`config.mk`:
```
export PLATFORM = sky130hd
export DESIGN_NAME = music_language_lexer_unit_flat
export DESIGN_NICKNAME = d
export VERILOG_FILES = /design/src/design/mll_pkg.sv /design/src/design/mll_channels.sv /design/src/design/music_language_lexer_unit.sv /design/src/flat_wrapper.sv
export SDC_FILE = /design/constraint.sdc
export NUM_CORES = 1
export LEC_CHECK = 0
export ABC_AREA = 1
export BUFFER_PORTS_ARGS = -buffer_cell sky130_fd_sc_hd__buf_2
export CAP_MARGIN = 10
export CELL_PAD_IN_SITES_DETAIL_PLACEMENT = 0
export CELL_PAD_IN_SITES_GLOBAL_PLACEMENT = 1
export CORE_MARGIN = 2
export CORE_UTILIZATION = 40
export DETAILED_ROUTE_END_ITERATION = 12
export MAX_ROUTING_LAYER = met4
export PLACE_DENSITY_LB_ADDON = 0.1
export RECOVER_POWER = 50
export SYNTH_ARGS = -nofsm -noshare
export SYNTH_HDL_FRONTEND = slang
export SYNTH_SLANG_ARGS = --single-unit
```
`constraint.sdc`:
```
create_clock -name clk_i -period 7.2 [get_ports clk_i]
set_clock_uncertainty 0.15 [all_clocks]
set_input_delay 0.36 -clock clk_i [delete_from_list [all_inputs] [get_ports clk_i]]
set_output_delay 0.36 -clock clk_i [all_outputs]
set_load 0.1 [all_outputs]
```
`src/design/mll_pkg.sv`:
```
`timescale 1ns / 1ps
// shared types, codes and lookup functions of the music language lexer
// no dependencies; imported by the lexer top level
package mll_pkg;

  localparam int HEAD_BYTES_DEF = 8;
  localparam int LINE_BITS_DEF  = 16;

  localparam logic [7:0] CH_NL  = 8'h0A;
  localparam logic [7:0] CH_TAB = 8'h09;
  localparam logic [7:0] CH_SP  = 8'h20;

  typedef enum logic [3:0] {
    ST_IDLE    = 4'd0,
    ST_EQ      = 4'd1,
    ST_GT      = 4'd2,
    ST_BANG    = 4'd3,
    ST_NUM     = 4'd4,
    ST_STR     = 4'd5,
    ST_WORD    = 4'd6,
    ST_SLASH   = 4'd7,
    ST_COMMENT = 4'd8
  } scan_state_e;

  typedef enum logic [5:0] {
    TK_TEMPO      = 6'd0,
    TK_MUSICA     = 6'd1,
    TK_FACA       = 6'd2,
    TK_REPETIR    = 6'd3,
    TK_TOCAR      = 6'd4,
    TK_SE         = 6'd5,
    TK_SENAO      = 6'd6,
    TK_FIM        = 6'd7,
    TK_PAUSAR     = 6'd8,
    TK_LPAREN     = 6'd9,
    TK_RPAREN     = 6'd10,
    TK_COMMA      = 6'd11,
    TK_DOT        = 6'd12,
    TK_SEMI       = 6'd13,
    TK_COLON      = 6'd14,
    TK_PERCENT    = 6'd15,
    TK_ASSIGN     = 6'd16,
    TK_EQ         = 6'd17,
    TK_NE         = 6'd18,
    TK_LT         = 6'd19,
    TK_GT         = 6'd20,
    TK_LE         = 6'd21,
    TK_GE         = 6'd22,
    TK_PLUS       = 6'd23,
    TK_MINUS      = 6'd24,
    TK_STAR       = 6'd25,
    TK_SLASH      = 6'd26,
    TK_VAR        = 6'd27,
    TK_NOTE       = 6'd28,
    TK_NUMBER     = 6'd29,
    TK_STRING     = 6'd30,
    TK_INVALID    = 6'd31,
    TK_EOF        = 6'd32,
    TK_UNEXPECTED = 6'd33
  } tok_kind_e;

  typedef struct packed {
    tok_kind_e   token_kind;
    logic [31:0] text_first_four;
    logic [31:0] text_next_four;
    logic [7:0]  token_length;
    logic        length_overflow;
    logic [15:0] line_number;
    logic        last_of_run;
  } lex_result_t;

  function automatic logic is_digit(input logic [7:0] c);
    return (c >= "0") && (c <= "9");
  endfunction

  function automatic logic is_letter(input logic [7:0] c);
    return ((c >= "a") && (c <= "z")) || ((c >= "A") && (c <= "Z"));
  endfunction

  // one-byte symbols that complete a token on their own
  function automatic tok_kind_e sym_kind(input logic [7:0] c);
    tok_kind_e k;
    case (c)
      "+":     k = TK_PLUS;
      "-":     k = TK_MINUS;
      ";":     k = TK_SEMI;
      "*":     k = TK_STAR;
      ",":     k = TK_COMMA;
      "%":     k = TK_PERCENT;
      "(":     k = TK_LPAREN;
      ")":     k = TK_RPAREN;
      ":":     k = TK_COLON;
      ".":     k = TK_DOT;
      "<":     k = TK_LT;
      default: k = TK_INVALID;
    endcase
    return k;
  endfunction

  // word lookup; txt holds the first seven bytes, byte 0 low, zero beyond length
  // keyword literals are spelled backwards so the first letter lands in the low byte
  function automatic tok_kind_e word_kind(input logic [7:0] len, input logic [55:0] txt);
    tok_kind_e  k;
    logic [7:0] b0;
    k  = TK_INVALID;
    b0 = txt[7:0];
    if ((len == 8'd1) && (b0 >= "a") && (b0 <= "z")) begin
      k = TK_VAR;
    end else if ((len == 8'd1) && (b0 >= "A") && (b0 <= "G")) begin
      k = TK_NOTE;
    end else if ((len == 8'd2) && (txt[15:8] == "#") &&
                 ((b0 == "A") || (b0 == "C") || (b0 == "D") ||
                  (b0 == "F") || (b0 == "G"))) begin
      k = TK_NOTE;
    end else if ((len == 8'd5) && (txt == 56'("opmet"))) begin
      k = TK_TEMPO;
    end else if ((len == 8'd6) && (txt == 56'("acisum"))) begin
      k = TK_MUSICA;
    end else if ((len == 8'd4) && (txt == 56'("acaf"))) begin
      k = TK_FACA;
    end else if ((len == 8'd7) && (txt == 56'("riteper"))) begin
      k = TK_REPETIR;
    end else if ((len == 8'd5) && (txt == 56'("racot"))) begin
      k = TK_TOCAR;
    end else if ((len == 8'd2) && (txt == 56'("es"))) begin
      k = TK_SE;
    end else if ((len == 8'd5) && (txt == 56'("oanes"))) begin
      k = TK_SENAO;
    end else if ((len == 8'd3) && (txt == 56'("mif"))) begin
      k = TK_FIM;
    end else if ((len == 8'd6) && (txt == 56'("rasuap"))) begin
      k = TK_PAUSAR;
    end
    return k;
  endfunction

  function automatic lex_result_t mk_result(input tok_kind_e kind, input logic [63:0] txt,
                                            input logic [7:0] len, input logic ovf,
                                            input logic [15:0] line);
    lex_result_t r;
    r.token_kind      = kind;
    r.text_first_four = txt[31:0];
    r.text_next_four  = txt[63:32];
    r.token_length    = len;
    r.length_overflow = ovf;
    r.line_number     = line;
    r.last_of_run     = 1'b0;
    return r;
  endfunction

endpackage

```
`src/design/mll_channels.sv`:
```
`timescale 1ns / 1ps
// valid/ready channel interfaces of the music language lexer
// character requests in, token results out; no dependencies
interface mll_in_if;
  logic       valid;
  logic       ready;
  logic [7:0] char_byte;
  logic       end_of_input;

  modport source (output valid, output char_byte, output end_of_input, input ready);
  modport sink   (input valid, input char_byte, input end_of_input, output ready);
endinterface

interface mll_out_if;
  logic        valid;
  logic        ready;
  logic [5:0]  token_kind;
  logic [31:0] text_first_four;
  logic [31:0] text_next_four;
  logic [7:0]  token_length;
  logic        length_overflow;
  logic [15:0] line_number;
  logic        last_of_run;

  modport source (output valid, output token_kind, output text_first_four,
                  output text_next_four, output token_length, output length_overflow,
                  output line_number, output last_of_run, input ready);
  modport sink   (input valid, input token_kind, input text_first_four,
                  input text_next_four, input token_length, input length_overflow,
                  input line_number, input last_of_run, output ready);
endinterface

```
`src/design/music_language_lexer_unit.sv`:
```
`timescale 1ns / 1ps
// streaming lexer for a small music language, one source byte per request
// depends on mll_pkg and the channel interfaces in mll_channels.sv
//
// Each request carries one source byte or an end-of-input mark. The scanner
// state, the first HEAD_BYTES token bytes, the token length and the line
// counter live in registers; the whole decision for a byte is one short
// combinational pass from those registers and the incoming request into a
// two-slot result register. A request is taken every cycle as long as the
// second result slot is empty and the first is free or draining, so plain
// text streams at one byte per clock while results are taken; results
// appear in the cycle after the request. A byte that both closes a token
// and completes another (and every end-of-input mark while a token is
// pending) gives two results; the second waits in the second slot, which
// holds ready low until it drains. Bytes that give no result (letters inside
// a word, blanks, comment text) never touch the result slots. Tokens carry
// the line number current when they close, so a token ended by a newline
// reports the line before it. Text past HEAD_BYTES is dropped but counted,
// and the length saturates at 255. No clearing pass is needed after reset.
module music_language_lexer_unit
  import mll_pkg::*;
#(
  parameter int HEAD_BYTES = HEAD_BYTES_DEF,  // stored token bytes, 7 to 16
  parameter int LINE_BITS  = LINE_BITS_DEF    // line counter width, 8 to 32
) (
  input  logic      clk_i,
  input  logic      rst_ni,
  mll_in_if.sink    in_i,
  mll_out_if.source out_o
);

  localparam int HW = HEAD_BYTES * 8;

  // scanner registers
  scan_state_e          state_q, state_d;
  logic [HW-1:0]        head_q, head_d;
  logic [7:0]           count_q, count_d;
  logic [LINE_BITS-1:0] line_q, line_d;

  // result slots: slot 0 drives the port, slot 1 holds a second result
  lex_result_t out0_q, out0_d, out1_q, out1_d;
  logic        out0_vld_q, out0_vld_d, out1_vld_q, out1_vld_d;

  logic fire_in, fire_out;
  logic [7:0] c;
  logic       eoi;

  // idle-state decode of the incoming byte
  scan_state_e idle_state;
  logic        idle_push, idle_emit, idle_emit_byte, idle_nl;
  tok_kind_e   idle_kind;

  // pending-token pass
  scan_state_e st1;
  logic        push1, emit1, again, clr1, do_idle;
  tok_kind_e   kind1;
  logic [HW-1:0]      head_p;
  logic [7:0]         count_p;
  logic [HW+63:0]     ext_q, ext_p;
  logic [LINE_BITS+15:0] line_ext;
  logic [15:0]        line_now;

  lex_result_t res_a, res_b, res_pend, res_eof, res_one, res_idle;
  logic [1:0]  n_res;

  assign c        = in_i.char_byte;
  assign eoi      = in_i.end_of_input;
  assign ext_q    = {64'b0, head_q};
  assign ext_p    = {64'b0, head_p};
  assign line_ext = {16'b0, line_q};
  assign line_now = line_ext[15:0];

  // a request is taken only when both its results are sure to find a slot
  assign in_i.ready = !out1_vld_q && (!out0_vld_q || out_o.ready);
  assign fire_in    = in_i.valid && in_i.ready;
  assign fire_out   = out0_vld_q && out_o.ready;

  // what a byte does when no token is pending (text is always empty there)
  always_comb begin
    idle_state     = ST_IDLE;
    idle_push      = 1'b0;
    idle_emit      = 1'b0;
    idle_emit_byte = 1'b0;
    idle_nl        = 1'b0;
    idle_kind      = TK_INVALID;
    if (c == CH_NL) begin
      idle_nl = 1'b1;
    end else if ((c == CH_TAB) || (c == CH_SP)) begin
      idle_state = ST_IDLE;  // blanks separate tokens and are dropped
    end else if (c == "=") begin
      idle_push  = 1'b1;
      idle_state = ST_EQ;
    end else if (c == ">") begin
      idle_push  = 1'b1;
      idle_state = ST_GT;
    end else if (c == "!") begin
      idle_push  = 1'b1;
      idle_state = ST_BANG;
    end else if (is_digit(c)) begin
      idle_push  = 1'b1;
      idle_state = ST_NUM;
    end else if (c == "\"") begin
      idle_state = ST_STR;   // the opening quote is not part of the text
    end else if (is_letter(c)) begin
      idle_push  = 1'b1;
      idle_state = ST_WORD;
    end else if (c == "/") begin
      idle_push  = 1'b1;
      idle_state = ST_SLASH;
    end else if (sym_kind(c) != TK_INVALID) begin
      idle_emit      = 1'b1;
      idle_emit_byte = 1'b1;
      idle_kind      = sym_kind(c);
    end else begin
      // unknown start byte: invalid with empty text, byte consumed
      idle_emit = 1'b1;
    end
  end

  // pending token: extend it, close it, close it and rescan the byte, or drop a comment and rescan
  always_comb begin
    st1     = state_q;
    push1   = 1'b0;
    emit1   = 1'b0;
    again   = 1'b0;
    clr1    = 1'b0;
    kind1   = TK_INVALID;
    unique case (state_q)
      ST_IDLE: begin
        st1 = ST_IDLE;
      end
      ST_EQ: begin
        emit1 = 1'b1;
        st1   = ST_IDLE;
        if (c == "<") begin
          push1 = 1'b1;
          kind1 = TK_LE;
        end else if (c == "=") begin
          push1 = 1'b1;
          kind1 = TK_EQ;
        end else begin
          // this includes "=>": the bare "=" goes out and ">" is rescanned
          kind1 = TK_ASSIGN;
          again = 1'b1;
        end
      end
      ST_GT: begin
        emit1 = 1'b1;
        st1   = ST_IDLE;
        if (c == "=") begin
          push1 = 1'b1;           // ">=" is not a symbol of the language
          kind1 = TK_INVALID;
        end else begin
          kind1 = TK_GT;
          again = 1'b1;
        end
      end
      ST_BANG: begin
        emit1 = 1'b1;
        st1   = ST_IDLE;
        if (c == "=") begin
          push1 = 1'b1;
          kind1 = TK_NE;
        end else begin
          kind1 = TK_INVALID;    // lone bang, byte consumed
        end
      end
      ST_NUM: begin
        if (is_digit(c)) begin
          push1 = 1'b1;
        end else begin
          emit1 = 1'b1;
          kind1 = TK_NUMBER;
          st1   = ST_IDLE;
          again = 1'b1;
        end
      end
      ST_STR: begin
        if (c == "\"") begin
          emit1 = 1'b1;
          kind1 = TK_STRING;
          st1   = ST_IDLE;
        end else begin
          push1 = 1'b1;          // newlines inside a string are text
        end
      end
      ST_WORD: begin
        if (is_letter(c) || (c == "#")) begin
          push1 = 1'b1;
        end else begin
          emit1 = 1'b1;
          kind1 = word_kind(count_q, ext_q[55:0]);
          st1   = ST_IDLE;
          again = 1'b1;
        end
      end
      ST_SLASH: begin
        if (c == "/") begin
          push1 = 1'b1;
          st1   = ST_COMMENT;
        end else begin
          emit1 = 1'b1;
          kind1 = TK_SLASH;
          st1   = ST_IDLE;
          again = 1'b1;
        end
      end
      ST_COMMENT: begin
        if (c == CH_NL) begin
          clr1  = 1'b1;
          st1   = ST_IDLE;
          again = 1'b1;          // newline is rescanned so it is counted
        end else begin
          push1 = 1'b1;
        end
      end
      default: begin
        clr1  = 1'b1;
        st1   = ST_IDLE;
        again = 1'b1;
      end
    endcase
  end

  // byte append into the stored head, length saturating at 255
  always_comb begin
    head_p = head_q;
    for (int i = 0; i < HEAD_BYTES; i++) begin
      if (push1 && (count_q == 8'(i))) begin
        head_p[8*i +: 8] = c;
      end
    end
    count_p = (push1 && (count_q != 8'hFF)) ? count_q + 8'd1 : count_q;
  end

  assign do_idle = !eoi && ((state_q == ST_IDLE) || again);

  // candidate results
  always_comb begin
    res_eof  = mk_result(TK_EOF, 64'b0, 8'd0, 1'b0, line_now);
    res_pend = mk_result(((state_q == ST_WORD) && (count_q == 8'd3) &&
                          (ext_q[23:0] == 24'("mif"))) ? TK_FIM : TK_UNEXPECTED,
                         ext_q[63:0], count_q, count_q > 8'(HEAD_BYTES), line_now);
    res_one  = mk_result(kind1, ext_p[63:0], count_p, count_p > 8'(HEAD_BYTES), line_now);
    res_idle = mk_result(idle_kind, idle_emit_byte ? {56'b0, c} : 64'b0,
                         {7'b0, idle_emit_byte}, 1'b0, line_now);
  end

  // ordering: a closed pending token always comes before a rescan result
  always_comb begin
    res_a = res_eof;
    res_b = res_eof;
    n_res = 2'd0;
    if (eoi) begin
      if (state_q != ST_IDLE) begin
        res_a = res_pend;
        n_res = 2'd2;
      end else begin
        n_res = 2'd1;
      end
    end else if (emit1 && do_idle && idle_emit) begin
      res_a = res_one;
      res_b = res_idle;
      n_res = 2'd2;
    end else if (emit1) begin
      res_a = res_one;
      n_res = 2'd1;
    end else if (do_idle && idle_emit) begin
      res_a = res_idle;
      n_res = 2'd1;
    end
    res_a.last_of_run = (n_res == 2'd1);
    res_b.last_of_run = 1'b1;
  end

  // next scanner state
  always_comb begin
    state_d = state_q;
    head_d  = head_q;
    count_d = count_q;
    line_d  = line_q;
    if (fire_in) begin
      if (eoi) begin
        state_d = ST_IDLE;
        head_d  = '0;
        count_d = 8'd0;
      end else if (do_idle) begin
        state_d = idle_state;
        head_d  = idle_push ? {{(HW-8){1'b0}}, c} : '0;
        count_d = idle_push ? 8'd1 : 8'd0;
        if (idle_nl && (line_q != '1)) begin
          line_d = line_q + LINE_BITS'(1);
        end
      end else begin
        state_d = st1;
        head_d  = (emit1 || clr1) ? '0 : head_p;
        count_d = (emit1 || clr1) ? 8'd0 : count_p;
      end
    end
  end

  // result slots
  always_comb begin
    out0_d     = out0_q;
    out1_d     = out1_q;
    out0_vld_d = out0_vld_q;
    out1_vld_d = out1_vld_q;
    if (fire_in) begin
      out0_d     = res_a;
      out1_d     = res_b;
      out0_vld_d = (n_res != 2'd0);
      out1_vld_d = (n_res == 2'd2);
    end else if (fire_out) begin
      out0_d     = out1_q;
      out0_vld_d = out1_vld_q;
      out1_vld_d = 1'b0;
    end
  end

  always_ff @(posedge clk_i or negedge rst_ni) begin
    if (!rst_ni) begin
      state_q    <= ST_IDLE;
      head_q     <= '0;
      count_q    <= 8'd0;
      line_q     <= {{(LINE_BITS-1){1'b0}}, 1'b1};
      out0_vld_q <= 1'b0;
      out1_vld_q <= 1'b0;
    end else begin
      state_q    <= state_d;
      head_q     <= head_d;
      count_q    <= count_d;
      line_q     <= line_d;
      out0_vld_q <= out0_vld_d;
      out1_vld_q <= out1_vld_d;
    end
  end

  always_ff @(posedge clk_i) begin
    out0_q <= out0_d;
    out1_q <= out1_d;
  end

  assign out_o.valid           = out0_vld_q;
  assign out_o.token_kind      = out0_q.token_kind;
  assign out_o.text_first_four = out0_q.text_first_four;
  assign out_o.text_next_four  = out0_q.text_next_four;
  assign out_o.token_length    = out0_q.token_length;
  assign out_o.length_overflow = out0_q.length_overflow;
  assign out_o.line_number     = out0_q.line_number;
  assign out_o.last_of_run     = out0_q.last_of_run;

  // the second slot only ever holds the closing result of a pair
  a_slot_order: assert property (@(posedge clk_i) disable iff (!rst_ni)
    out1_vld_q |-> (out0_vld_q && out1_q.last_of_run && !out0_q.last_of_run))
    else $error("second result slot out of order");

  // idle scanner never carries leftover text
  a_idle_empty: assert property (@(posedge clk_i) disable iff (!rst_ni)
    (state_q == ST_IDLE) |-> ((count_q == 8'd0) && (head_q == '0)))
    else $error("idle scanner holds text");

  // end of input always lands in idle with a result ready
  a_eoi_flush: assert property (@(posedge clk_i) disable iff (!rst_ni)
    (fire_in && eoi) |=> ((state_q == ST_IDLE) && out0_vld_q))
    else $error("end of input not flushed");

  // line counter starts at one and saturates, never wraps to zero
  a_line_nonzero: assert property (@(posedge clk_i) disable iff (!rst_ni)
    line_q != '0)
    else $error("line counter wrapped");

endmodule

```
`src/flat_wrapper.sv`:
```
// flat-port wrapper written by rule: the top's interface ports become plain ports
module music_language_lexer_unit_flat import mll_pkg::*;
#(
  parameter int HEAD_BYTES = HEAD_BYTES_DEF,                                
  parameter int LINE_BITS  = LINE_BITS_DEF                                  
)
  (clk_i, rst_ni, in_i_valid, in_i_char_byte, in_i_end_of_input, in_i_ready, out_o_valid, out_o_token_kind, out_o_text_first_four, out_o_text_next_four, out_o_token_length, out_o_length_overflow, out_o_line_number, out_o_last_of_run, out_o_ready);
  mll_in_if in_i_i ();
  mll_out_if out_o_i ();
  input  logic clk_i;
  input  logic rst_ni;
  input wire logic [$bits(in_i_i.valid)-1:0] in_i_valid;
  input wire logic [$bits(in_i_i.char_byte)-1:0] in_i_char_byte;
  input wire logic [$bits(in_i_i.end_of_input)-1:0] in_i_end_of_input;
  output wire logic [$bits(in_i_i.ready)-1:0] in_i_ready;
  output wire logic [$bits(out_o_i.valid)-1:0] out_o_valid;
  output wire logic [$bits(out_o_i.token_kind)-1:0] out_o_token_kind;
  output wire logic [$bits(out_o_i.text_first_four)-1:0] out_o_text_first_four;
  output wire logic [$bits(out_o_i.text_next_four)-1:0] out_o_text_next_four;
  output wire logic [$bits(out_o_i.token_length)-1:0] out_o_token_length;
  output wire logic [$bits(out_o_i.length_overflow)-1:0] out_o_length_overflow;
  output wire logic [$bits(out_o_i.line_number)-1:0] out_o_line_number;
  output wire logic [$bits(out_o_i.last_of_run)-1:0] out_o_last_of_run;
  input wire logic [$bits(out_o_i.ready)-1:0] out_o_ready;
  assign in_i_i.valid = in_i_valid;
  assign in_i_i.char_byte = in_i_char_byte;
  assign in_i_i.end_of_input = in_i_end_of_input;
  assign in_i_ready = in_i_i.ready;
  assign out_o_valid = out_o_i.valid;
  assign out_o_token_kind = out_o_i.token_kind;
  assign out_o_text_first_four = out_o_i.text_first_four;
  assign out_o_text_next_four = out_o_i.text_next_four;
  assign out_o_token_length = out_o_i.token_length;
  assign out_o_length_overflow = out_o_i.length_overflow;
  assign out_o_line_number = out_o_i.line_number;
  assign out_o_last_of_run = out_o_i.last_of_run;
  assign out_o_i.ready = out_o_ready;
  music_language_lexer_unit #(.HEAD_BYTES(HEAD_BYTES), .LINE_BITS(LINE_BITS)) u_core (.clk_i(clk_i), .rst_ni(rst_ni), .in_i(in_i_i), .out_o(out_o_i));
endmodule
```
# == Word level (Yosys, flattened, before mapping) ==
# Index checks and enable logic that the tools add are counted.
# totals
register_bits,285
in_bits,13
wordCells,296
# classes
addsub,2
magnitude_cmp,12
eq_ne,60
mux,138
bitwise,2
n_reduce_logical,62
# ops
cell,n
2-to-1 mux 96 bit,7
2-to-1 mux 6 bit,32
2-to-1 mux 64 bit,3
"equality test 56 x 39 -> 1 bit, second input constant",3
"equality test 8 x 6 -> 1 bit, second input constant",19
"equality test 56 x 47 -> 1 bit, second input constant",2
2-to-1 mux 8 bit,14
2-to-1 mux 4 bit,17
"equality test 56 x 15 -> 1 bit, second input constant",1
"equality test 56 x 23 -> 1 bit, second input constant",1
"equality test 56 x 31 -> 1 bit, second input constant",1
"equality test 56 x 55 -> 1 bit, second input constant",1
case mux 5 bit (11 select lines),1
2-to-1 mux 1 bit,48
case mux 6 bit (7 select lines),1
"equality test 8 x 7 -> 1 bit, second input constant",5
logical AND 1 bit,37
"equality test 8 x 3 -> 1 bit, second input constant",4
">= comparator 8 x 7 -> 1 bit, second input constant",4
"less-or-equal comparator 8 x 7 -> 1 bit, second input constant",4
"equality test 24 x 23 -> 1 bit, second input constant",1
case mux 4 bit (5 select lines),1
2-to-1 mux 17 bit,1
"adder 16 x 1 -> 16 bit, second input constant",1
other kinds (36),67

# == Depth between registers and ports, before layout ==
# Gate-level depths: netlist (run 1).
# logic_depth
word_depth,28
mapped_depth,20
ltp_nobuf,18

# == Least setup slack after synthesis (run 1) ==
# No wires, ideal clock.
# synth_timing
path_kind,register -> register
from,"reg u_core.out0_vld_q, in the netlist u_core.out_o.valid"
to,"reg u_core.out0_q (netlist bit u_core.out_o.last_of_run), enable pin"
arrival_ps,5094
required_ps,6592
slack_ps,1498
path_stages_with_launch,8
n_path_buf,2
period_less_slack_ps,5702
path_cell_list,dfrtp_1 inv_1 nor2_1 nor2_1 nand2_1 clkbuf_1 clkbuf_1 nand2_1
# synth_via
elab_chain_cells,5
# synth_lines
item,line_no,rtl
start: declaration,music_language_lexer_unit.sv:42,"logic out0_vld_q, out0_vld_d, out1_vld_q, out1_vld_d;"
start signal: assignment,music_language_lexer_unit.sv:333,out0_vld_q <= out0_vld_d;
zero test 1 bit,music_language_lexer_unit.sv:74,assign in_i.ready = !out1_vld_q && (!out0_vld_q || out_o.ready);
logical OR 1 bit,music_language_lexer_unit.sv:74,
logical AND 1 bit,music_language_lexer_unit.sv:74,
via in_i_ready,flat_wrapper.sv:15,output wire logic [$bits(in_i_i.ready)-1:0] in_i_ready;
logical AND 1 bit,music_language_lexer_unit.sv:75,assign fire_in = in_i.valid && in_i.ready;
nonzero test 2 bit (no source line),--,
end signal: assignment,music_language_lexer_unit.sv:339,out0_q <= out0_d;
end: declaration,music_language_lexer_unit.sv:41,"lex_result_t out0_q, out0_d, out1_q, out1_d;"
# The timed path passes the listed nets, and every way through them passes these cells.
# A chain may end at the register's enable or synchronous reset.

# == Worst setup path in the final report (run 1) ==
# layout_timing
from,in out_o_ready
to,"reg u_core.out0_q (netlist bit u_core.out_o.text_next_four[19]), enable pin"
# layout_via
elab_chain_cells,4
# layout_lines
item,line_no,rtl
start: declaration,flat_wrapper.sv:24,input wire logic [$bits(out_o_i.ready)-1:0] out_o_ready;
logical OR 1 bit,music_language_lexer_unit.sv:74,
logical AND 1 bit,music_language_lexer_unit.sv:74,
logical AND 1 bit,music_language_lexer_unit.sv:75,
nonzero test 2 bit (no source line) (*),--,
# Every way passes the cells marked *; elsewhere a longest branch is shown, timed or not.

==> metrics.cfg, run 1 <==
[run_status]
status = complete, but fails checks
violations = max-capacitance violations, max-slew violations

[drt]
drt.antenna.violating_nets = 0
wl_per_cell_um = 19.6
via_count = 9920
first_pass_iters = 5
vias_per_cell = 5.34
drt_wl_total_um = 36400
drc = 0
drtIter0Drc = 843

[clock_tree]
cts_buffers = 26
tritoncts = yes
htree_levels = 1
cts_num_sinks = 221
clock_path_buffers = 3
cts-root-buf = clkbuf_16
clk_pin_slew_worst_paths_ns = 0.06
clock_latency_ns = 0.55

[power_and_ir_drop]
p_leak_nw = 5.38
vdd_drop_max_mv = 0.470
powerDensity_nw_per_um2 = 388

[critical_path]
crit_slowest_cell = nand2_1
critPathMaxStageDelay_ns = 1.34
start_kind = primary input
crit_chain = dlygate4sd3_1 > clkbuf_1 > nor2_1 > nor2_1 > nand2_1 > clkbuf_1 > nand2_1 > buf_4
crit_start = out_o_ready
critPathKind = primary input to register
cp_data_required_time_ns = 7.23
rr_startpoint = u_core.out_o.valid
cp.arrival_ns = 4.88
path_max_fanout = 54
rr_worst_depth = 7
end_kind = register

[synthesis]
seq_area_frac_synth_pct = 52.5
synth_edf_count = 127
postSynth.asyncResetShare_pct = 42.5
synth.avg_cell_area_um2 = 8.66
synth.distinct_cells = 46
synthFlopType = edfxtp_1
syn_inst = 1356
synth_warnings = 0
ys_ff_latch = 221
synthesis.area_um2 = 11700

[job]
drv_cap = 3

[die]
start_util_pct = 40.8
dieArea_um2 = 30700
core_area_um2 = 28800
rows = 62
die_width_um = 175
die_h_um = 175
pin_count = 111

[global_route]
grt_pass1_wl_um = 56600
grt_pass1_vias = 9468
antenna_found_initial = 0
grt_max_degree = 76
overflow = 0
grt_use_total_pct = 24.4

[placement]
port_buffers = 110
dp_hpwl_um = 25000
gp_congestion = 0.902
place_ws_ns = 3.24

[timing]
hold_ws_ns = 0.189
drv_slew = 124
finalHoldViolations = 0
final.setup.tns_ns = 0
max_freq_mhz = 206
rsz0062_at_grt = false
max_slew_margin_pct = -56.2
setup_viol = 0
final.min_clock_period_ns = 4.85
finalWorstSetupSlack_ns = 2.35
worstMarginPinSlew_ns = 2.34
finalCritPeriodShare_pct = 67.4

[min_path]
hp-class = primary input to register
hold_path_depth = 3
min_from = in_i_char_byte[2]

[layout]
area_delta_synth_final_pct = 12.7
antenna_cells = 0
drive_gt1_share_pct = 7.67
nFillCells = 2955
finalNetCount = 1473

## metrics by stage
stage / power (mW) / util [%] / cell area (um^2) / instances
2_1_floorplan: 3.55 / - / 11700 / 1357
6_report: 5.13 / 45.9 / 13200 / 1858
5_1_grt: 5.32 / 45.9 / 13200 / 1858
3_3_place_gp: 3.93 / 43.5 / 12500 / 1808
3_5_place_dp: 3.93 / 43.5 / 12500 / 1808
4_1_cts: 5.22 / 46.4 / 13400 / 1858
## cell usage in the layout (no fill, tap or decap), drive strengths merged, types with 2 or more instances in the layout
cell type / count
xor2: 20
conb: 2
a22oi: 8
clkinv: 14
bufinv: 2
a21oi: 24
buf: 17
dfrtp: 93
nor4: 7
nand3: 59
ha: 5
o22ai: 135
edfxtp: 127
clkbuf: 134
o31ai: 3
nand4: 27
a211oi: 2
o211ai: 5
dlygate4sd3: 3
inv: 187
a31oi: 8
o21ai: 97
or2: 3
nor2: 144
nor3: 36
nand2: 300
nand3b: 5
## synthesized netlist by cell type (2+ instances only)
master,count,area share (%)
a211oi_1,2,0.13
a21oi_1,24,1.0
a22oi_1,8,0.51
a31oi_1,8,0.43
buf_2,13,0.55
buf_6,14,1.3
clkbuf_1,22,0.70
clkinv_2,2,0.085
dfrtp_1,93,20
edfxtp_1,127,32
ha_1,5,0.53
inv_1,173,5.5
inv_2,13,0.42
inv_4,2,0.11
nand2_1,280,9.0
nand2_2,15,0.80
nand2_4,5,0.48
nand3_1,57,2.4
nand3_2,2,0.17
nand3b_1,5,0.32
nand4_1,27,1.4
nor2_1,133,4.3
nor2_2,5,0.27
nor2_4,4,0.38
nor2_8,2,0.34
nor3_1,36,1.5
nor4_1,7,0.37
o211ai_1,4,0.26
o21ai_0,83,3.5
o21ai_1,7,0.30
o21ai_2,6,0.45
o22ai_1,135,7.2
o31ai_1,3,0.19
or2_2,3,0.16
xor2_1,20,1.5
## logic make-up after synthesis
| kind of cell | synth area share, % |
|---|---|
| flops | 52.5 |
| buf+inv | 8.90 |
| compound gates | 14.5 |
| fa+ha+maj | 0.533 |
| simple gates | 22.0 |
| other cells | 0.0319 |
| xor+xnor | 1.49 |
## per-layer routing
layer	vias up	routed length (um)	global-route usage, %	part of all wire, %
met4	0	677	5.03	1.9
met2	258	17000	38.2	47
met3	49	1820	3.29	5.0
met5	-	0	-	0
li1	4854	-	-	-
met1	4759	16800	34.1	46
## registers in the layout, indices dropped and copies added, names as in the netlist
| register | cells |
|---|---|
| u_core.out_o.text_next_four | 32 |
| u_core.out1_vld_q | 1 |
| u_core.head_q | 64 |
| u_core.out_o.length_overflow | 1 |
| u_core.out_o.text_first_four | 32 |
| u_core.count_q | 8 |
| u_core.out1_q | 31 |
| u_core.state_q | 4 |
| u_core.out_o.valid | 1 |
| u_core.out_o.last_of_run | 1 |
| u_core.line_now | 16 |
| u_core.out_o.line_number | 16 |
| u_core.out_o.token_kind | 6 |
| u_core.out_o.token_length | 8 |
## path summary, 6_finish.rpt
path / slack [ns] / end
max in group asynchronous: 4.04 / u_core.head_q[18]
worst max register to register: 2.40 / u_core.out_o.text_next_four[19]
min in group asynchronous: 0.91 / u_core.state_q[1]
worst max-delay path: 2.35 / u_core.out_o.text_next_four[19]
worst min-delay path: 0.19 / u_core.head_q[2]
worst min register to register: 0.33 / u_core.out1_q[15]
## what timing repair did
item / in CTS / in global routing
gates resized for setup: 0 / 0
endpoints found under the hold margin: 36 / 0
setup buffers: 0 / 0
hold buffers: 3 / 0
## power by group
part / total (mW) / switching, mW / internal, mW
Clock: 1.28 / 0.538 / 0.743
Combinational: 2.10 / 1.89 / 0.204
Sequential: 1.75 / 0.0958 / 1.66
## cell type report
class | count | area (um^2) | share of cell area (%)
sequential | 221 | 6170 | 46.6
multi-input combinational | 895 | 4530 | 34.3
inverter | 190 | 722 | 5.46
clock buffer | 33 | 687 | 5.19
timing repair buffer | 121 | 512 | 3.87
tap | 384 | 480 | 3.63
clock inverter | 14 | 126 | 0.956
## critical path, delay by kind of cell
kind,cells,cell delay (ns)
simple gates,4,2.33
buf+inv,4,2.09
Power figures use the tool's default switching activity.
==> inputs of run 2 (changes only) <==
==> constraint.sdc (replaced) <==
create_clock -name clk_i -period 3.9 [get_ports clk_i]
set_clock_uncertainty 0.15 [all_clocks]
set_input_delay 0.195 -clock clk_i [delete_from_list [all_inputs] [get_ports clk_i]]
set_output_delay 0.195 -clock clk_i [all_outputs]
set_load 0.1 [all_outputs]
==> metrics.cfg, run 2 (same netlist as run 1, synthesis figures left out) <==
[run_status]
status = complete, but fails checks
violations = max-capacitance violations, max-slew violations

[critical_path]
critPathKind = register to register
crit_chain = inv_1 > nor2_1 > nor2_2 > nand2_1 > buf_4 > nand2_1 > buf_12
end_kind = register
start_kind = register
critPathMaxStageDelay_ns = 1.16
critPathTopFamily = simple AND/OR/NAND/NOR gates
cp.arrival_ns = 3.45
cp_data_required_time_ns = 3.98
cp_num_buf_inv = 3
crit_slowest_cell = nand2_1
path_max_fanout = 57
cp_common_cell = nand2_1

[die]
rows = 62
pin_count = 111
dieArea_um2 = 30700
die_width_um = 175
start_util_pct = 40.8
core_area_um2 = 28800
die_h_um = 175

[clock_tree]
cts.repair.resized = 0
clock_path_buffers = 3
clock_latency_ns = 0.54
cts_num_sinks = 221
htree_levels = 1
cts-root-buf = clkbuf_16
postCtsSetupRepairBufs = 0
cts_buffers = 26
tritoncts = yes
clk_pin_slew_worst_paths_ns = 0.06

[drt]
vias_per_cell = 5.44
first_pass_iters = 5
drt_wl_total_um = 37900
via_count = 10200
wl_per_cell_um = 20.2
drc = 0
drt.antenna.violating_nets = 0
drtIter0Drc = 834

[placement]
placed_cell_area_um2 = 12700
place_ws_ns = 0.419
dp_hpwl_um = 26500
port_buffers = 110
gp_congestion = 0.921

[global_route]
grt_use_total_pct = 25.2
grt_pass1_vias = 9742
antenna_found_initial = 0
grt_pass1_wl_um = 58000
grt_max_degree = 64
overflow = 0

[power_and_ir_drop]
switching_share_pct = 49.0
clockPowerShare_pct = 25.2
combPwrFrac_pct = 41.2
power_frac_seq_pct = 33.6
total_power_mw = 9.63
vdd_drop_max_mv = 0.896
powerDensity_nw_per_um2 = 716
p_leak_nw = 5.52
intPower_mw = 4.92
power_switching_mw = 4.72

[layout]
finalNetCount = 1492
nFillCells = 2872
finalInstanceArea_um2 = 13500
largest_reg_flops = 64
drive_gt1_share_pct = 9.24
area_delta_synth_final_pct = 14.7
final_cell_mix = nand2_1, inv_1, o22ai_1
antenna_cells = 0
regMostFlops = u_core.head_q
layout_commonest_cell = nand2_1

[timing]
max_freq_mhz = 297
finalWorstSetupSlack_ns = 0.533
worstMarginPinSlew_ns = 1.96
finalCritPeriodShare_pct = 86.3
setup_viol = 0
finalHoldViolations = 0
hold_ws_ns = 0.0248
drv_slew = 102
rsz0062_at_grt = false
final.min_clock_period_ns = 3.37
max_slew_margin_pct = -31.2
final.setup.tns_ns = 0

[min_path]
hp-class = primary input to register

[job]
drv_cap = 2

[run 2: routing by layer]
| metal | part of all wire (%) | vias to the layer above | GRT usage [%] |
|---|---|---|---|
| li1 | - | 4886 | - |
| met1 | 45 | 4918 | 34.5 |
| met2 | 46 | 361 | 38.9 |
| met3 | 6.7 | 59 | 4.16 |
| met4 | 2.8 | 0 | 7.22 |
| met5 | 0 | - | - |
[run 2: final timing paths]
path	startpoint	endpoint	slack [ns]	cells past startpoint
setup / recovery	u_core.out_o.valid	u_core.out_o.text_next_four[14]	0.53	7
hold reg to reg	u_core.line_now[14]	u_core.out1_q[15]	0.32	0
max in group asynchronous	rst_ni	u_core.head_q[43]	1.27	3
min in group asynchronous	rst_ni	u_core.state_q[1]	0.52	2
hold / removal	in_i_char_byte[6]	u_core.head_q[6]	0.02	3
setup reg to reg	u_core.out_o.valid	u_core.out_o.text_next_four[14]	0.53	7
[run 2: worst min-delay path: cells and delay by family]
kind,cells,cell delay [ns]
AO/OA/AOI/OAI,2,0.26
buffers and inverters,1,0.21
[run 2: through the flow]
| stage | instances | util, % |
|---|---|---|
| floorplan | 1357 | - |
| global placement | 1826 | 44.2 |
| detailed placement | 1826 | 44.2 |
| CTS | 1878 | 47.3 |
| global route | 1878 | 46.8 |
| finish | 1878 | 46.8 |
[run 2: power groups by stage]
stage	registers, mW	logic, mW	clock network [mW]
2_1_floorplan	5.61	0.912	0
3_3_place_gp	3.26	4.08	0
3_5_place_dp	3.26	4.07	0
4_1_cts	3.22	4.09	2.47
5_1_grt	3.29	4.14	2.57
6_report	3.24	3.97	2.43
[run 2: final cells by class]
type,instances,area [um^2],area share [%]
clock buffer,37,722,5.36
clock inverter,11,121,0.901
inverter,190,722,5.36
multi-input combinational,895,4530,33.7
sequential,221,6170,45.8
tap,384,480,3.57
timing repair buffer,140,718,5.33
[run 2: what timing repair did]
action                                  CTS  global route
endpoints found under the hold margin    65             0
hold buffers                              4             0
endpoints found under the setup margin    0             0
